**config.mk**
```make
export PLATFORM = sky130hd
export DESIGN_NAME = utf8_to_latin1_unescape_flat
export DESIGN_NICKNAME = d
export VERILOG_FILES = /design/src/design/u2l_pkg.sv /design/src/design/u2l_req_if.sv /design/src/design/u2l_rsp_if.sv /design/src/design/u2l_fifo.sv /design/src/design/u2l_front.sv /design/src/design/u2l_back.sv /design/src/design/utf8_to_latin1_unescape.sv /design/src/flat_wrapper.sv
export VERILOG_INCLUDE_DIRS = /design/src /design/src/design
export SDC_FILE = /design/constraint.sdc
export NUM_CORES = 1
export LEC_CHECK = 0
export ABC_AREA = 1
export BUFFER_PORTS_ARGS = -buffer_cell sky130_fd_sc_hd__buf_4
export CAP_MARGIN = 10
export CORE_UTILIZATION = 65
export DETAILED_ROUTE_END_ITERATION = 8
export HOLD_SLACK_MARGIN = 0.1
export PLACE_DENSITY = 0.9
export SLEW_MARGIN = 20
export SYNTH_ARGS = -nofsm -noshare
export SYNTH_HDL_FRONTEND = slang
export SYNTH_SLANG_ARGS = --single-unit
```
**constraint.sdc**
```tcl
create_clock -name clock -period 16.8 [get_ports clock]
set_input_delay 1.68 -clock clock [delete_from_list [all_inputs] [get_ports clock]]
set_output_delay 1.68 -clock clock [all_outputs]
set_load 0.005 [all_outputs]
```
**src/design/assert_macros.svh**
```systemverilog
`ifndef ASSERT_MACROS_SVH
`define ASSERT_MACROS_SVH

// Same-cycle implication, checked on every rising clock edge outside reset.
`define U2L_ASSERT_SAME(label, ante, cons, msg) \
   label: assert property (@(posedge clock) disable iff (reset) (ante) |-> (cons)) \
      else $error(msg);

// Next-cycle implication, checked on every rising clock edge outside reset.
`define U2L_ASSERT_NEXT(label, ante, cons, msg) \
   label: assert property (@(posedge clock) disable iff (reset) (ante) |=> (cons)) \
      else $error(msg);

`endif

```
**src/design/u2l_pkg.sv**
```systemverilog
package u2l_pkg;

   // Characters that the decoder treats specially.
   localparam logic [7:0] Backslash    = 8'h5C;
   localparam logic [7:0] QuestionMark = 8'h3F;
   localparam logic [7:0] Newline      = 8'h0A;
   localparam logic [7:0] LetterN      = 8'h6E;

   // One request yields at most this many output bytes.
   localparam int MaxResults       = 4;
   localparam int ResultCountWidth = $clog2(MaxResults + 1);

   // Queue between the decoder and the output stage.
   localparam int QueueDepth      = 4;
   localparam int QueuePtrWidth   = $clog2(QueueDepth);
   localparam int QueueCountWidth = $clog2(QueueDepth + 1);

   // All output bytes produced by one request.
   typedef struct packed {
      logic [MaxResults-1:0][7:0]    data;
      logic [ResultCountWidth-1:0]   count;
      logic                          last;
   } bundle_type;

endpackage

```
**src/design/u2l_req_if.sv**
```systemverilog
interface u2l_req_if;
   logic       valid;
   logic       ready;
   logic [7:0] in_byte;
   logic       field_last;

   modport source (output valid, output in_byte, output field_last, input ready);
   modport sink (input valid, input in_byte, input field_last, output ready);
endinterface

```
**src/design/u2l_rsp_if.sv**
```systemverilog
interface u2l_rsp_if;
   logic       valid;
   logic       ready;
   logic [7:0] out_byte;
   logic       out_last;

   modport source (output valid, output out_byte, output out_last, input ready);
   modport sink (input valid, input out_byte, input out_last, output ready);
endinterface

```
**src/design/u2l_fifo.sv**
```systemverilog
`include "assert_macros.svh"

module u2l_fifo (
   input  logic                clock,
   input  logic                reset,
   input  logic                push_valid,
   input  u2l_pkg::bundle_type push_bundle,
   output logic                push_ready,
   output logic                pop_valid,
   output u2l_pkg::bundle_type pop_bundle,
   input  logic                pop_ready
);
   import u2l_pkg::*;

   bundle_type                 mem_ff [QueueDepth];
   logic [QueuePtrWidth-1:0]   wr_ptr_ff, wr_ptr_in;
   logic [QueuePtrWidth-1:0]   rd_ptr_ff, rd_ptr_in;
   logic [QueueCountWidth-1:0] count_ff, count_in;
   logic                       do_push, do_pop;

   // Flags come straight from the registered fill count.
   assign push_ready = (count_ff != QueueCountWidth'(QueueDepth));
   assign pop_valid  = (count_ff != '0);
   assign pop_bundle = mem_ff[rd_ptr_ff];

   assign do_push = push_valid && push_ready;
   assign do_pop  = pop_valid && pop_ready;

   // Pointer and fill count update.
   always_comb begin
      wr_ptr_in = do_push ? wr_ptr_ff + 1'b1 : wr_ptr_ff;
      rd_ptr_in = do_pop ? rd_ptr_ff + 1'b1 : rd_ptr_ff;
      count_in  = count_ff;
      if (do_push && !do_pop) begin
         count_in = count_ff + 1'b1;
      end else if (do_pop && !do_push) begin
         count_in = count_ff - 1'b1;
      end
   end

   always_ff @(posedge clock) begin
      if (reset) begin
         wr_ptr_ff <= '0;
         rd_ptr_ff <= '0;
         count_ff  <= '0;
      end else begin
         wr_ptr_ff <= wr_ptr_in;
         rd_ptr_ff <= rd_ptr_in;
         count_ff  <= count_in;
      end
   end

   // Storage holds payload only and needs no reset.
   always_ff @(posedge clock) begin
      if (do_push) begin
         mem_ff[wr_ptr_ff] <= push_bundle;
      end
   end

   `U2L_ASSERT_SAME(a_fifo_no_overflow, push_valid, push_ready, "bundle pushed into a full queue")

endmodule

```
**src/design/u2l_front.sv**
```systemverilog
`include "assert_macros.svh"

module u2l_front (
   input  logic                clock,
   input  logic                reset,
   u2l_req_if.sink             req_ch,
   output logic                push_valid,
   output u2l_pkg::bundle_type push_bundle,
   input  logic                push_ready
);
   import u2l_pkg::*;

   // Held state between requests.
   logic [7:0]                  pend_ff [3];
   logic [7:0]                  pend_in [3];
   logic [1:0]                  count_ff, count_in;
   logic                        esc_ff, esc_in;

   logic                        accept;
   logic                        fld_last;
   logic [7:0]                  q [MaxResults];
   logic [2:0]                  n, head, avail, rem, chk;
   logic [ResultCountWidth-1:0] nout;
   logic                        stop, ok;
   logic [1:0]                  need;
   logic [7:0]                  c, b1, b2, b3;
   logic [MaxResults-1:0][7:0]  emit;

   function automatic logic is_cont(input logic [7:0] b);
      return (b[7:6] == 2'b10);
   endfunction

   // Continuation bytes a lead byte asks for; zero marks an invalid lead.
   function automatic logic [1:0] cont_needed(input logic [7:0] b);
      logic [1:0] res;
      res = 2'd0;
      if (b[7:5] == 3'b110) begin
         res = 2'd1;
      end else if (b[7:4] == 4'b1110) begin
         res = 2'd2;
      end else if (b[7:3] == 5'b11110) begin
         res = 2'd3;
      end
      return res;
   endfunction

   assign fld_last     = req_ch.field_last;
   assign req_ch.ready = push_ready;
   assign accept       = req_ch.valid && req_ch.ready;

   // Work queue: a held backslash or the held sequence bytes, then the new byte.
   always_comb begin
      for (int i = 0; i < MaxResults; i++) begin
         q[i] = 8'h00;
      end
      if (esc_ff) begin
         q[0] = Backslash;
         q[1] = req_ch.in_byte;
         n    = 3'd2;
      end else begin
         for (int i = 0; i < 3; i++) begin
            if (2'(i) < count_ff) begin
               q[i] = pend_ff[i];
            end
         end
         q[count_ff] = req_ch.in_byte;
         n           = {1'b0, count_ff} + 3'd1;
      end
   end

   // Decode the work queue, one output byte for each step.
   always_comb begin
      head  = 3'd0;
      nout  = '0;
      stop  = 1'b0;
      emit  = '0;
      c     = 8'h00;
      b1    = 8'h00;
      b2    = 8'h00;
      b3    = 8'h00;
      avail = 3'd0;
      need  = 2'd0;
      chk   = 3'd0;
      ok    = 1'b0;
      for (int s = 0; s < MaxResults; s++) begin
         if (!stop && (head < n)) begin
            c     = q[head[1:0]];
            b1    = q[head[1:0] + 2'd1];
            b2    = q[head[1:0] + 2'd2];
            b3    = q[head[1:0] + 2'd3];
            avail = n - head - 3'd1;
            if (c == Backslash) begin
               if (avail == 3'd0) begin
                  // A lone backslash waits for its partner unless the field ends.
                  if (!fld_last) begin
                     stop = 1'b1;
                  end else begin
                     emit[s] = Backslash;
                     head    = head + 3'd1;
                     nout    = nout + 1'b1;
                  end
               end else if (b1 == LetterN) begin
                  emit[s] = Newline;
                  head    = head + 3'd2;
                  nout    = nout + 1'b1;
               end else if (b1 == Backslash) begin
                  emit[s] = Backslash;
                  head    = head + 3'd2;
                  nout    = nout + 1'b1;
               end else begin
                  emit[s] = Backslash;
                  head    = head + 3'd1;
                  nout    = nout + 1'b1;
               end
            end else if (!c[7]) begin
               emit[s] = c;
               head    = head + 3'd1;
               nout    = nout + 1'b1;
            end else begin
               need = cont_needed(c);
               chk  = (avail < {1'b0, need}) ? avail : {1'b0, need};
               ok   = (need != 2'd0);
               if ((chk >= 3'd1) && !is_cont(b1)) ok = 1'b0;
               if ((chk >= 3'd2) && !is_cont(b2)) ok = 1'b0;
               if ((chk >= 3'd3) && !is_cont(b3)) ok = 1'b0;
               if (!ok) begin
                  // Broken sequence or invalid lead: replace only the lead with a question mark.
                  emit[s] = QuestionMark;
                  head    = head + 3'd1;
                  nout    = nout + 1'b1;
               end else if (avail < {1'b0, need}) begin
                  if (!fld_last) begin
                     stop = 1'b1;
                  end else begin
                     emit[s] = QuestionMark;
                     head    = head + 3'd1;
                     nout    = nout + 1'b1;
                  end
               end else begin
                  unique case (need)
                     2'd1: begin
                        emit[s] = (c[4:2] == 3'b000) ? {c[1:0], b1[5:0]} : QuestionMark;
                     end
                     2'd2: begin
                        emit[s] = ((c[3:0] == 4'h0) && (b1[5:2] == 4'h0)) ?
                                  {b1[1:0], b2[5:0]} : QuestionMark;
                     end
                     default: begin
                        emit[s] = QuestionMark;
                     end
                  endcase
                  head = head + {1'b0, need} + 3'd1;
                  nout = nout + 1'b1;
               end
            end
         end
      end
   end

   // Whatever is left over becomes the held state for the next request.
   always_comb begin
      esc_in   = 1'b0;
      count_in = 2'd0;
      rem      = 3'd0;
      for (int i = 0; i < 3; i++) begin
         pend_in[i] = pend_ff[i];
      end
      if (head < n) begin
         rem = n - head;
         if ((rem == 3'd1) && (q[head[1:0]] == Backslash)) begin
            esc_in = 1'b1;
         end else begin
            for (int i = 0; i < 3; i++) begin
               if (3'(i) < rem) begin
                  pend_in[i] = q[head[1:0] + 2'(i)];
               end
            end
            count_in = (rem > 3'd3) ? 2'd3 : rem[1:0];
         end
      end
   end

   assign push_valid        = accept && (nout != '0);
   assign push_bundle.data  = emit;
   assign push_bundle.count = nout;
   assign push_bundle.last  = fld_last;

   always_ff @(posedge clock) begin
      if (reset) begin
         count_ff <= 2'd0;
         esc_ff   <= 1'b0;
      end else if (accept) begin
         count_ff <= count_in;
         esc_ff   <= esc_in;
      end
   end

   always_ff @(posedge clock) begin
      if (accept) begin
         for (int i = 0; i < 3; i++) begin
            pend_ff[i] <= pend_in[i];
         end
      end
   end

   `U2L_ASSERT_SAME(a_front_esc_excl, esc_ff, count_ff == 2'd0, "backslash and sequence both held")
   `U2L_ASSERT_SAME(a_front_last_push, accept && fld_last, push_valid, "field end gave no output")
   `U2L_ASSERT_NEXT(a_front_last_clear, accept && fld_last, (count_ff == 2'd0) && !esc_ff, "state held past field end")

endmodule

```
**src/design/u2l_back.sv**
```systemverilog
`include "assert_macros.svh"

module u2l_back (
   input  logic                clock,
   input  logic                reset,
   input  logic                pop_valid,
   input  u2l_pkg::bundle_type pop_bundle,
   output logic                pop_ready,
   u2l_rsp_if.source           rsp_ch
);
   import u2l_pkg::*;

   logic [1:0]                  idx_ff, idx_in;
   logic [ResultCountWidth-1:0] idx_ext;
   logic                        bundle_end;
   logic                        rsp_accept;

   assign idx_ext    = ResultCountWidth'(idx_ff);
   assign bundle_end = (idx_ext == (pop_bundle.count - 1'b1));

   // Present the current byte of the head bundle.
   assign rsp_ch.valid    = pop_valid;
   assign rsp_ch.out_byte = pop_bundle.data[idx_ff];
   assign rsp_ch.out_last = pop_bundle.last && bundle_end;

   assign rsp_accept = rsp_ch.valid && rsp_ch.ready;
   assign pop_ready  = rsp_accept && bundle_end;

   // Step through the bundle and release it after its final byte.
   always_comb begin
      idx_in = idx_ff;
      if (rsp_accept) begin
         idx_in = bundle_end ? 2'd0 : idx_ff + 2'd1;
      end
   end

   always_ff @(posedge clock) begin
      if (reset) begin
         idx_ff <= 2'd0;
      end else begin
         idx_ff <= idx_in;
      end
   end

   `U2L_ASSERT_SAME(a_back_idx_range, pop_valid, idx_ext < pop_bundle.count, "byte index beyond bundle")

endmodule

```
**src/design/utf8_to_latin1_unescape.sv**
```systemverilog
// Channel   Direction  Handshake          Payload
// req_ch    in         valid / ready      in_byte[7:0], field_last
// rsp_ch    out        valid / ready      out_byte[7:0], out_last
//
// A request is taken every cycle while the four-entry bundle queue has room;
// the decoder handles one byte per cycle and its output bundle is registered in the
// queue. Each request yields zero to four output bytes, sent one per cycle while
// rsp_ch is ready, so a request flushing a broken sequence holds up to four bytes.
// Reset is synchronous and empties the queue and the held escape and sequence state.
// A stall on rsp_ch reaches req_ch only once the queue has filled.
module utf8_to_latin1_unescape (
   input logic       clock,
   input logic       reset,
   u2l_req_if.sink   req_ch,
   u2l_rsp_if.source rsp_ch
);
   import u2l_pkg::*;

   logic       push_valid, push_ready;
   logic       pop_valid, pop_ready;
   bundle_type push_bundle, pop_bundle;

   // Decoder: classifies each byte and forms its output bundle.
   u2l_front u_front (
      .clock       (clock),
      .reset       (reset),
      .req_ch      (req_ch),
      .push_valid  (push_valid),
      .push_bundle (push_bundle),
      .push_ready  (push_ready)
   );

   // Queue that decouples decoding from output.
   u2l_fifo u_fifo (
      .clock       (clock),
      .reset       (reset),
      .push_valid  (push_valid),
      .push_bundle (push_bundle),
      .push_ready  (push_ready),
      .pop_valid   (pop_valid),
      .pop_bundle  (pop_bundle),
      .pop_ready   (pop_ready)
   );

   // Output stage: sends the bundle bytes one at a time.
   u2l_back u_back (
      .clock      (clock),
      .reset      (reset),
      .pop_valid  (pop_valid),
      .pop_bundle (pop_bundle),
      .pop_ready  (pop_ready),
      .rsp_ch     (rsp_ch)
   );

endmodule
```
**src/flat_wrapper.sv**
```systemverilog
// flat-port wrapper written by rule: the top's interface ports become plain ports
module utf8_to_latin1_unescape_flat import u2l_pkg::*;
  (clock, reset, req_ch_valid, req_ch_in_byte, req_ch_field_last, req_ch_ready, rsp_ch_valid, rsp_ch_out_byte, rsp_ch_out_last, rsp_ch_ready);
  u2l_req_if req_ch_i ();
  u2l_rsp_if rsp_ch_i ();
  input logic clock;
  input logic reset;
  input wire logic [$bits(req_ch_i.valid)-1:0] req_ch_valid;
  input wire logic [$bits(req_ch_i.in_byte)-1:0] req_ch_in_byte;
  input wire logic [$bits(req_ch_i.field_last)-1:0] req_ch_field_last;
  output wire logic [$bits(req_ch_i.ready)-1:0] req_ch_ready;
  output wire logic [$bits(rsp_ch_i.valid)-1:0] rsp_ch_valid;
  output wire logic [$bits(rsp_ch_i.out_byte)-1:0] rsp_ch_out_byte;
  output wire logic [$bits(rsp_ch_i.out_last)-1:0] rsp_ch_out_last;
  input wire logic [$bits(rsp_ch_i.ready)-1:0] rsp_ch_ready;
  assign req_ch_i.valid = req_ch_valid;
  assign req_ch_i.in_byte = req_ch_in_byte;
  assign req_ch_i.field_last = req_ch_field_last;
  assign req_ch_ready = req_ch_i.ready;
  assign rsp_ch_valid = rsp_ch_i.valid;
  assign rsp_ch_out_byte = rsp_ch_i.out_byte;
  assign rsp_ch_out_last = rsp_ch_i.out_last;
  assign rsp_ch_i.ready = rsp_ch_ready;
  utf8_to_latin1_unescape u_core (.clock(clock), .reset(reset), .req_ch(req_ch_i), .rsp_ch(rsp_ch_i));
endmodule
```
======== After elaboration in Yosys (flattened, before gate mapping) ========
Memory sizes are Yosys's and may differ from the RTL's. A register that Yosys moved wholly into a read port is not among the register bits.
Cells that the tools add are included.
operators by class
  $add $sub $neg .......................... 42
  $lt $le $gt $ge ......................... 46
  eq/ne operators ......................... 48
  mux-type cells .......................... 256
  bitwise gates (word level) .............. 16
  reduce and logical (&&, ||, !) cells .... 70
operators with widths
  operator                                                           number
  two-way mux 8 bit                                                  72
  binary-select mux 8 bit (select 2 bit)                             16
  two-way mux 3 bit                                                  65
  == test 8 x 7 -> 1 bit, second input constant                      13
  two-way mux 2 bit                                                  33
  one-hot mux 8 bit (2 select lines)                                 4
  two-way mux 1 bit                                                  53
  greater-or-equal comparator 3 bit, second input constant           16
  two-way mux 24 bit                                                 2
  inverter 2 -> 3 bit                                                16
  two-way mux 7 bit                                                  6
  bitwise mux 32 bit                                                 1
  == test 2 bit, second input constant                               16
  zero test 4 bit                                                    8
  two-way mux 16 bit                                                 2
  adder 3 x 1 -> 3 bit, second input constant                        10
  logical AND 1 bit                                                  30
  greater-or-equal comparator 3 x 2 -> 1 bit, second input constant  8
  zero test 3 bit                                                    8
  == test 5 bit, second input constant                               4
  subtractor 3 x 1 -> 3 bit, second input constant                   6
  zero test 1 bit                                                    17
  demux 8 bit (select 2 bit)                                         1
  == test 4 bit, second input constant                               4
  24 further kinds                                                   67
word-level totals
  bits in registers ....................... 12
  memory bits (writable) .................. 168
  output and inout bits ................... 11
  word-level logic and storage cells ...... 486
  memories ................................ 2
memory list
  name                    words  bits a word  read ports  clocked after Yosys merged registers in  write ports  line             RTL
  u_core.u_fifo.mem_ff    4      36           1           1                                        1            u2l_fifo.sv:15   bundle_type mem_ff [QueueDepth];
  u_core.u_front.pend_ff  3      8            3           0                                        3            u2l_front.sv:14  logic [7:0] pend_ff [3];

======== Depth between registers and ports, before layout ========
Gate-level depths: netlist of run 1.
  depth after elaboration ................. 111
  mapped depth ............................ 93
  mapped depth without buffers ............ 87

======== By module ========
Synthesis of run 1 repeated with hierarchy kept, for this count alone.
second synthesis, totals
  cell total of the unflattened synthesis .. 2024
  area, all modules ....................... 15137.0 µm²
by module, submodules not included
  module     times used  cells each  area each (µm²)
  u2l_front  1           1529        8794.7
  u2l_fifo   1           416         5898.2
  u2l_back   1           79          444.2

======== Worst setup path before layout of run 1 ========
Ideal clock, no wire load.
  path type ............................... in2reg
  from .................................... input req_ch_in_byte[5]
  to ...................................... memory u_core.u_fifo.mem_ff[0][0] (netlist bit), enable pin
  library setup time ...................... 0.429 ns
  arrival time ............................ 12.320 ns
  setup slack ............................. 4.051 ns
  cell stages on the path ................. 73
  buffers on the path ..................... 6
  cell sequence ........................... inv_1 -> nand2_1 -> nand2_2 -> nor2_4 -> inv_2 -> nor2_2 -> nand2_1 -> ha_1 -> nor3_2 -> nand3_2 -> nand3_1 -> nand2_1 -> nor2_4 -> nand3_4 -> nand3_4 -> buf_6 -> buf_4 -> buf_4 -> (+37 left out) -> fa_1 -> inv_1 -> ha_1 -> nor2_1 -> nand2_4 -> nand2_2 -> nand2_1 -> nor2_1 -> nor2_4 -> nand2_4 -> nor2_2 -> nand2_1 -> nand2_1 -> xnor2_1 -> nor2_1 -> nand2_1 -> nand2_2 -> nor2_1
RTL lines
  element             line               RTL
  start: declaration  flat_wrapper.sv:9  input wire logic [$bits(req_ch_i.in_byte)-1:0] req_ch_in_byte;
  end: declaration    u2l_fifo.sv:15

==> metrics.cfg, run 1 <==
[yosys]
yosysTopAreaCellShare = 0.346
synth.ff_latch_count = 182
post-synth-top-count-cell = sky130_fd_sc_hd__nand2_1
syn-cell-area_um2 = 14600
syn_avg_cell_area_um2 = 7.47
synth.yosys.seq_area_share = 0.365
synth_top_cells_by_count = 412 x sky130_fd_sc_hd__nand2_1, 191 x sky130_fd_sc_hd__nor2_1, 189 x sky130_fd_sc_hd__inv_1
post-synth-top-area-cell = sky130_fd_sc_hd__edfxtp_1
synthTopCellsByArea = sky130_fd_sc_hd__edfxtp_1 35%, sky130_fd_sc_hd__nand2_1 11%, sky130_fd_sc_hd__nand3_1 6.0%, sky130_fd_sc_hd__o21ai_0 5.8%, sky130_fd_sc_hd__nor2_1 4.9%
post_synth_inst_count = 1954
number_of_enable_flip_flop_cells_after_synthesis = 168
asyncSetResetFlopFracSynth = 0
synth_nets = 2013
synthesis.yosys.warnings = 0
postSynth.topFlopCell = sky130_fd_sc_hd__edfxtp_1
post_synth_num_cell_types = 63

[critical_path]
cp_data_required_time_ns = 16.87
critPathMaxFanout = 59
worst_ep_arrival_time_ns = 14.74
cp_top_family = simple AND/OR/NAND/NOR gates
worst-path-buf-inv = 13
startpoint_type = primary input
critical_path.slowest_cell = sky130_fd_sc_hd__nor2_1
timing.critical_path.mode_cell = sky130_fd_sc_hd__nand2_1
crit_type = in2reg
timing.critical_path.slowest_cell_delay_ns = 0.58
crit_path_end_kind = register

[clocking]
root_cell_of_the_clock_tree = sky130_fd_sc_hd__clkbuf_16
cts_setup_buffers = 0
post_cts.resized_instances = 0
cts_tree = built
clock-sinks = 182
clkTransAtPathRegs_ns = 0.08
tritoncts.num_buffers = 17
htreeDepth = 4
clk_latency_ns = 0.44
holdBufCountCts = 0
cts.path.max_buffers = 2

[placement]
io_buffers = 23
globalplace.congestion = 1.05
dp_hpwl_um = 34800

[timing]
maxSlewHeadroom = 0.254
grt_setup_unrepaired = false
hold_viol_final = 0
post_route_setup_tns_ns = 0
final.period_utilization = 0.873
setup_viol_count_final = 0
slew_violations = 0
final.min_clock_period_ns = 14.67
fmax_ghz = 0.0682
timing_worst_slew_pin_value_ns = 1.11
clock-skew-final_ns = 0.0158

[floorplan]
die_w_um = 152
io_pins = 24
std_cell_rows = 54
core_area_um2 = 21900
die_h_um = 152
design.die.area_um2 = 23100
initial_utilization = 0.667

[grt]
grt_pass1_vias = 13467
grt_antenna_before_repair = 1
globalRouteOverflowTotal = 0
grt_max_degree = 74
grt_pass1_wl_um = 74100
groute.usage.overall = 0.410

[routing]
drt_first_iter_violations = 2041
detailedRoute.firstPassIterationCount = 7
num_vias = 14753
vias_per_cell = 6.60
route.final.wire_length_um = 48400
route.antenna.remaining_nets = 0
wl_per_cell_um = 21.7
drcViolationCount = 0

[job]
max-cap-violations = 0

[layout]
final_layout_size_suffix_gt1_frac = 0.114
final_net_count = 2001
antenna_cells = 0
area_growth_pct = 6.34

[status]
run_status = finished clean

[min_path]
min-delay-path-class = reg2reg

[registers in the layout (all words and copies together) (netlist names), named ones only]
| signal | cells |
|---|---|
| u_core.u_front.esc_ff | 1 |
| u_core.u_fifo.rd_ptr_ff | 2 |
| u_core.u_front.pend_ff | 24 |
| u_core.u_fifo.wr_ptr_ff | 2 |
| u_core.u_front.count_ff | 2 |
| u_core.u_back.idx_ff | 2 |
| u_core.u_fifo.mem_ff | 144 |
| u_core.u_fifo.count_ff | 3 |
[cells by family (layout without fill, tap and decap cells)]
family                   count (synthesis)  after routing  synth area share
XOR/XNOR                                17             17            0.0102
AO/OA/AOI/OAI                          477            477             0.196
flip-flops                             182            182             0.365
adder cells (fa/ha/maj)                 46             46            0.0436
AND/OR/NAND/NOR                        930            930             0.295
buffers and inverters                  301            302            0.0901
multiplexers                             1              1          0.000686
[layer usage]
metal / part of all wire / GRT usage / wire (um)
met1: 0.38 / 0.546 / 18300
met2: 0.44 / 0.630 / 21100
met3: 0.12 / 0.0801 / 6010
met4: 0.063 / 0.225 / 3030
met5: 0.00052 / 0 / 25
[path summary, 6_finish.rpt]
| path | start | end | slack (ns) | cells past startpoint |
|---|---|---|---|---|
| hold reg to reg | u_core.u_fifo.rd_ptr_ff[1]$_SDFFE_PP0P_ | register | 0.48 | 2 |
| setup / recovery | req_ch_in_byte[3] | u_core.u_front.pend_ff[0][8]$_DFFE_PP_ | 2.13 | 72 |
| hold / removal | u_core.u_fifo.rd_ptr_ff[1]$_SDFFE_PP0P_ | register | 0.48 | 2 |
| setup reg to reg | u_core.u_front.count_ff[0]$_SDFFE_PP0P_ | u_core.u_front.pend_ff[0][8]$_DFFE_PP_ | 2.28 | 73 |
[per-stage QoR]
stage / util / hold WS, ns / setup WS, ns / instances / cell area, um^2
3_5_place_dp: 0.679 / 0.461 / 2.02 / 2201 / 14900
5_1_grt: 0.709 / 0.503 / 1.08 / 2235 / 15500
4_1_cts: 0.707 / 0.476 / 2.46 / 2233 / 15500
3_3_place_gp: 0.677 / 0.449 / 2.52 / 2200 / 14800
6_report: 0.709 / 0.478 / 2.13 / 2235 / 15500
2_1_floorplan: - / 0.436 / 4.05 / 1954 / 14600
[layout make-up]
| class | count | area [um^2] |
|---|---|---|
| fillers | 1743 | 6370 |
| flip-flops and latches | 182 | 5330 |
| clock buffers | 17 | 425 |
| multi-input cells | 1471 | 7990 |
| repair buffers | 46 | 390 |
| well taps | 280 | 350 |
| inverters | 224 | 847 |
| clock inverters | 15 | 188 |
[cell usage in the layout (no fill, tap or decap), drive strengths merged, types with 19 or more instances in the layout]
cell type  count
clkinv        19
edfxtp       168
ha            38
nor2         209
inv          218
a21oi         96
o21ai        243
nand3        187
o221ai        32
buf           46
o211ai        37
nor3          34
nand2        465
[worst register-to-register path, delay by kind of cell (launching register included)]
kind                     cells  cell delay, ns
AND/OR/NAND/NOR             48            8.54
adder cells (fa/ha/maj)     10            3.19
buffers and inverters       13            1.73
flip-flops                   1            0.51
AO/OA/AOI/OAI                2            0.20
Power of run 1 is left out: the tool's default activity adds up to more than one toggle a clock period on the data nets, which glitch-free logic cannot reach.
==> run 2, diff against run 1 <==
==> constraint.sdc (replaced) <==
create_clock -name clock -period 13.6 [get_ports clock]
set_input_delay 1.36 -clock clock [delete_from_list [all_inputs] [get_ports clock]]
set_output_delay 1.36 -clock clock [all_outputs]
set_load 0.005 [all_outputs]
==> run 2 against run 1 <==
  * Global-route usage rose by 0.56 points
  * Utilization is 1.4 points higher
  * Cell count increased by 1.6%
  * Wire length is 0.55% higher
  * Setup slack lost 1.1 ns
  * Clock-buffer cell count rose by 1
  * Die area stayed put
  * Non-clock buffer count up 35
  * Sequential share of layout area shrank 0.68 points
  * First-iteration DRC count is 1.4% lower
  * Critical endpoint is now u_core.u_fifo.count_ff[2]$_SDFFE_PP0P_
  * Highest routed layer is now met4
==> metrics.cfg, run 2 (synthesis results as in run 1) <==
[timing]
final.period_utilization = 0.923
post_route_setup_tns_ns = 0
final.min_clock_period_ns = 12.55
timing_worst_slew_pin_value_ns = 1.08
hold-worst-slack_ns = 0.470
maxSlewHeadroom = 0.273
fmax_ghz = 0.0797
hold_viol_final = 0
setup_viol_count_final = 0
grt_setup_unrepaired = false
post-route-worst-setup-slack_ns = 1.05
clock-skew-final_ns = 0.0233
slew_violations = 0

[routing]
wl_per_cell_um = 21.4
routedLengthMet1_um = 18600
highest_layer_used_for_signal_routing = met4
vias_per_cell = 6.51
route.final.wire_length_um = 48700
route.antenna.remaining_nets = 0
num_vias = 14782
drcViolationCount = 0
detailedRoute.firstPassIterationCount = 6
wl_met2_um = 21500
drt_first_iter_violations = 2013
route.met3.wl_um = 5700

[clocking]
clkTransAtPathRegs_ns = 0.09
htreeDepth = 4
cts_tree = built
holdBufCountCts = 0
clock-sinks = 182
root_cell_of_the_clock_tree = sky130_fd_sc_hd__clkbuf_16
tritoncts.num_buffers = 17
cts.path.max_buffers = 2
clk_latency_ns = 0.45
post_cts.resized_instances = 0
cts_setup_buffers = 0

[floorplan]
initial_utilization = 0.667
core_area_um2 = 21900
std_cell_rows = 54
die_h_um = 152
io_pins = 24
die_w_um = 152
design.die.area_um2 = 23100

[layout]
nFillCells = 1737
final_layout_size_suffix_gt1_frac = 0.138
max_flop_register = u_core.u_fifo.mem_ff
max_ffs_per_register = 144
leading_registers_by_flop_count = u_core.u_fifo.mem_ff: 144 flops, u_core.u_front.pend_ff: 24 flops, u_core.u_fifo.count_ff: 3 flops
antenna_cells = 0
combined_area_of_the_multi_input_logic_cells_um2 = 8070
final_net_count = 2037
most_common_cell_after_layout_fill_and_taps_aside = sky130_fd_sc_hd__nand2_1
layout.cells.most_common_list = 411 x sky130_fd_sc_hd__nand2_1, 186 x sky130_fd_sc_hd__inv_1, 184 x sky130_fd_sc_hd__nor2_1
seqCellArea_um2 = 5330
area_growth_pct = 8.50

[grt]
grt_pass1_vias = 13548
groute.usage.overall = 0.415
globalRouteOverflowTotal = 0
grt_max_degree = 74
grt_antenna_before_repair = 0
grt_pass1_wl_um = 74700

[critical_path]
worstRegToRegCells = 75
crit_path_end_kind = register
startpoint_type = register
crit_type = reg2reg
worst_ep_arrival_time_ns = 12.89
timing.critical_path.mode_cell = sky130_fd_sc_hd__nand2_1
timing.critical_path.slowest_cell_delay_ns = 0.56
critPathMaxFanout = 40
critical_path.slowest_cell = sky130_fd_sc_hd__ha_2
cp_data_required_time_ns = 13.94

[placement]
globalplace.congestion = 1.03
dp_slack_ns = 0.239
io_buffers = 23
dp_hpwl_um = 35500

[min_path]
min-delay-path-class = reg2reg
min_path_cells = 1

[job]
max-cap-violations = 0

[status]
run_status = finished clean

## run 2: cell types whose count changed in the layout (fill, tap and decap cells not counted), sizes merged
cell	previous run	this run
nand3	187	188
buf	46	81
clkinvlp	1	3
clkinv	19	14
clkbuf	17	18
bufinv	1	0
inv	218	221
## run 2: path summary, 6_finish.rpt
| check | start | endpoint | slack, ns |
|---|---|---|---|
| worst max-delay path | u_core.u_front.count_ff[0]$_SDFFE_PP0P_ | u_core.u_fifo.count_ff[2]$_SDFFE_PP0P_ | 1.05 |
| worst min-delay path | u_core.u_fifo.rd_ptr_ff[0]$_SDFFE_PP0P_ | register | 0.47 |
| worst max register to register | u_core.u_front.count_ff[0]$_SDFFE_PP0P_ | u_core.u_fifo.count_ff[2]$_SDFFE_PP0P_ | 1.05 |
| worst min register to register | u_core.u_fifo.rd_ptr_ff[0]$_SDFFE_PP0P_ | register | 0.47 |
## run 2: routing by layer
metal / global-route usage / vias to the layer above
met5: 0 / -
met4: 0.222 / 0
met3: 0.0756 / 218
met2: 0.646 / 1053
met1: 0.553 / 6698
li1: - / 6813
## run 2: worst max-delay path: cells and delay by family, from the launching register on
kind                       cells  cell delay (ns)
xor gates and xnor gates       1             0.31
DFF                            1             0.49
buffers and inverters         11             1.37
and+or+nand+nor               47             6.18
AOI/OAI and AO/OA              7             1.18
adders and majority gates      9             2.84
## run 2: through the flow
stage	cells	instance area (um^2)	util
after detailed placement	2238	15100	0.691
final	2271	15800	0.723
after global routing	2271	15800	0.723
after CTS	2270	15700	0.719
after floorplan	1954	14600	-
after global placement	2238	15100	0.691
## run 2: layout make-up
type | count | share of cell area
multi-input cells | 1472 | 0.510
flip-flops and latches | 182 | 0.336
inverters | 224 | 0.0544
repair buffers | 81 | 0.0392
clock buffers | 18 | 0.0277
well taps | 280 | 0.0221
clock inverters | 14 | 0.0106
Power of run 2 is left out for the same reason.
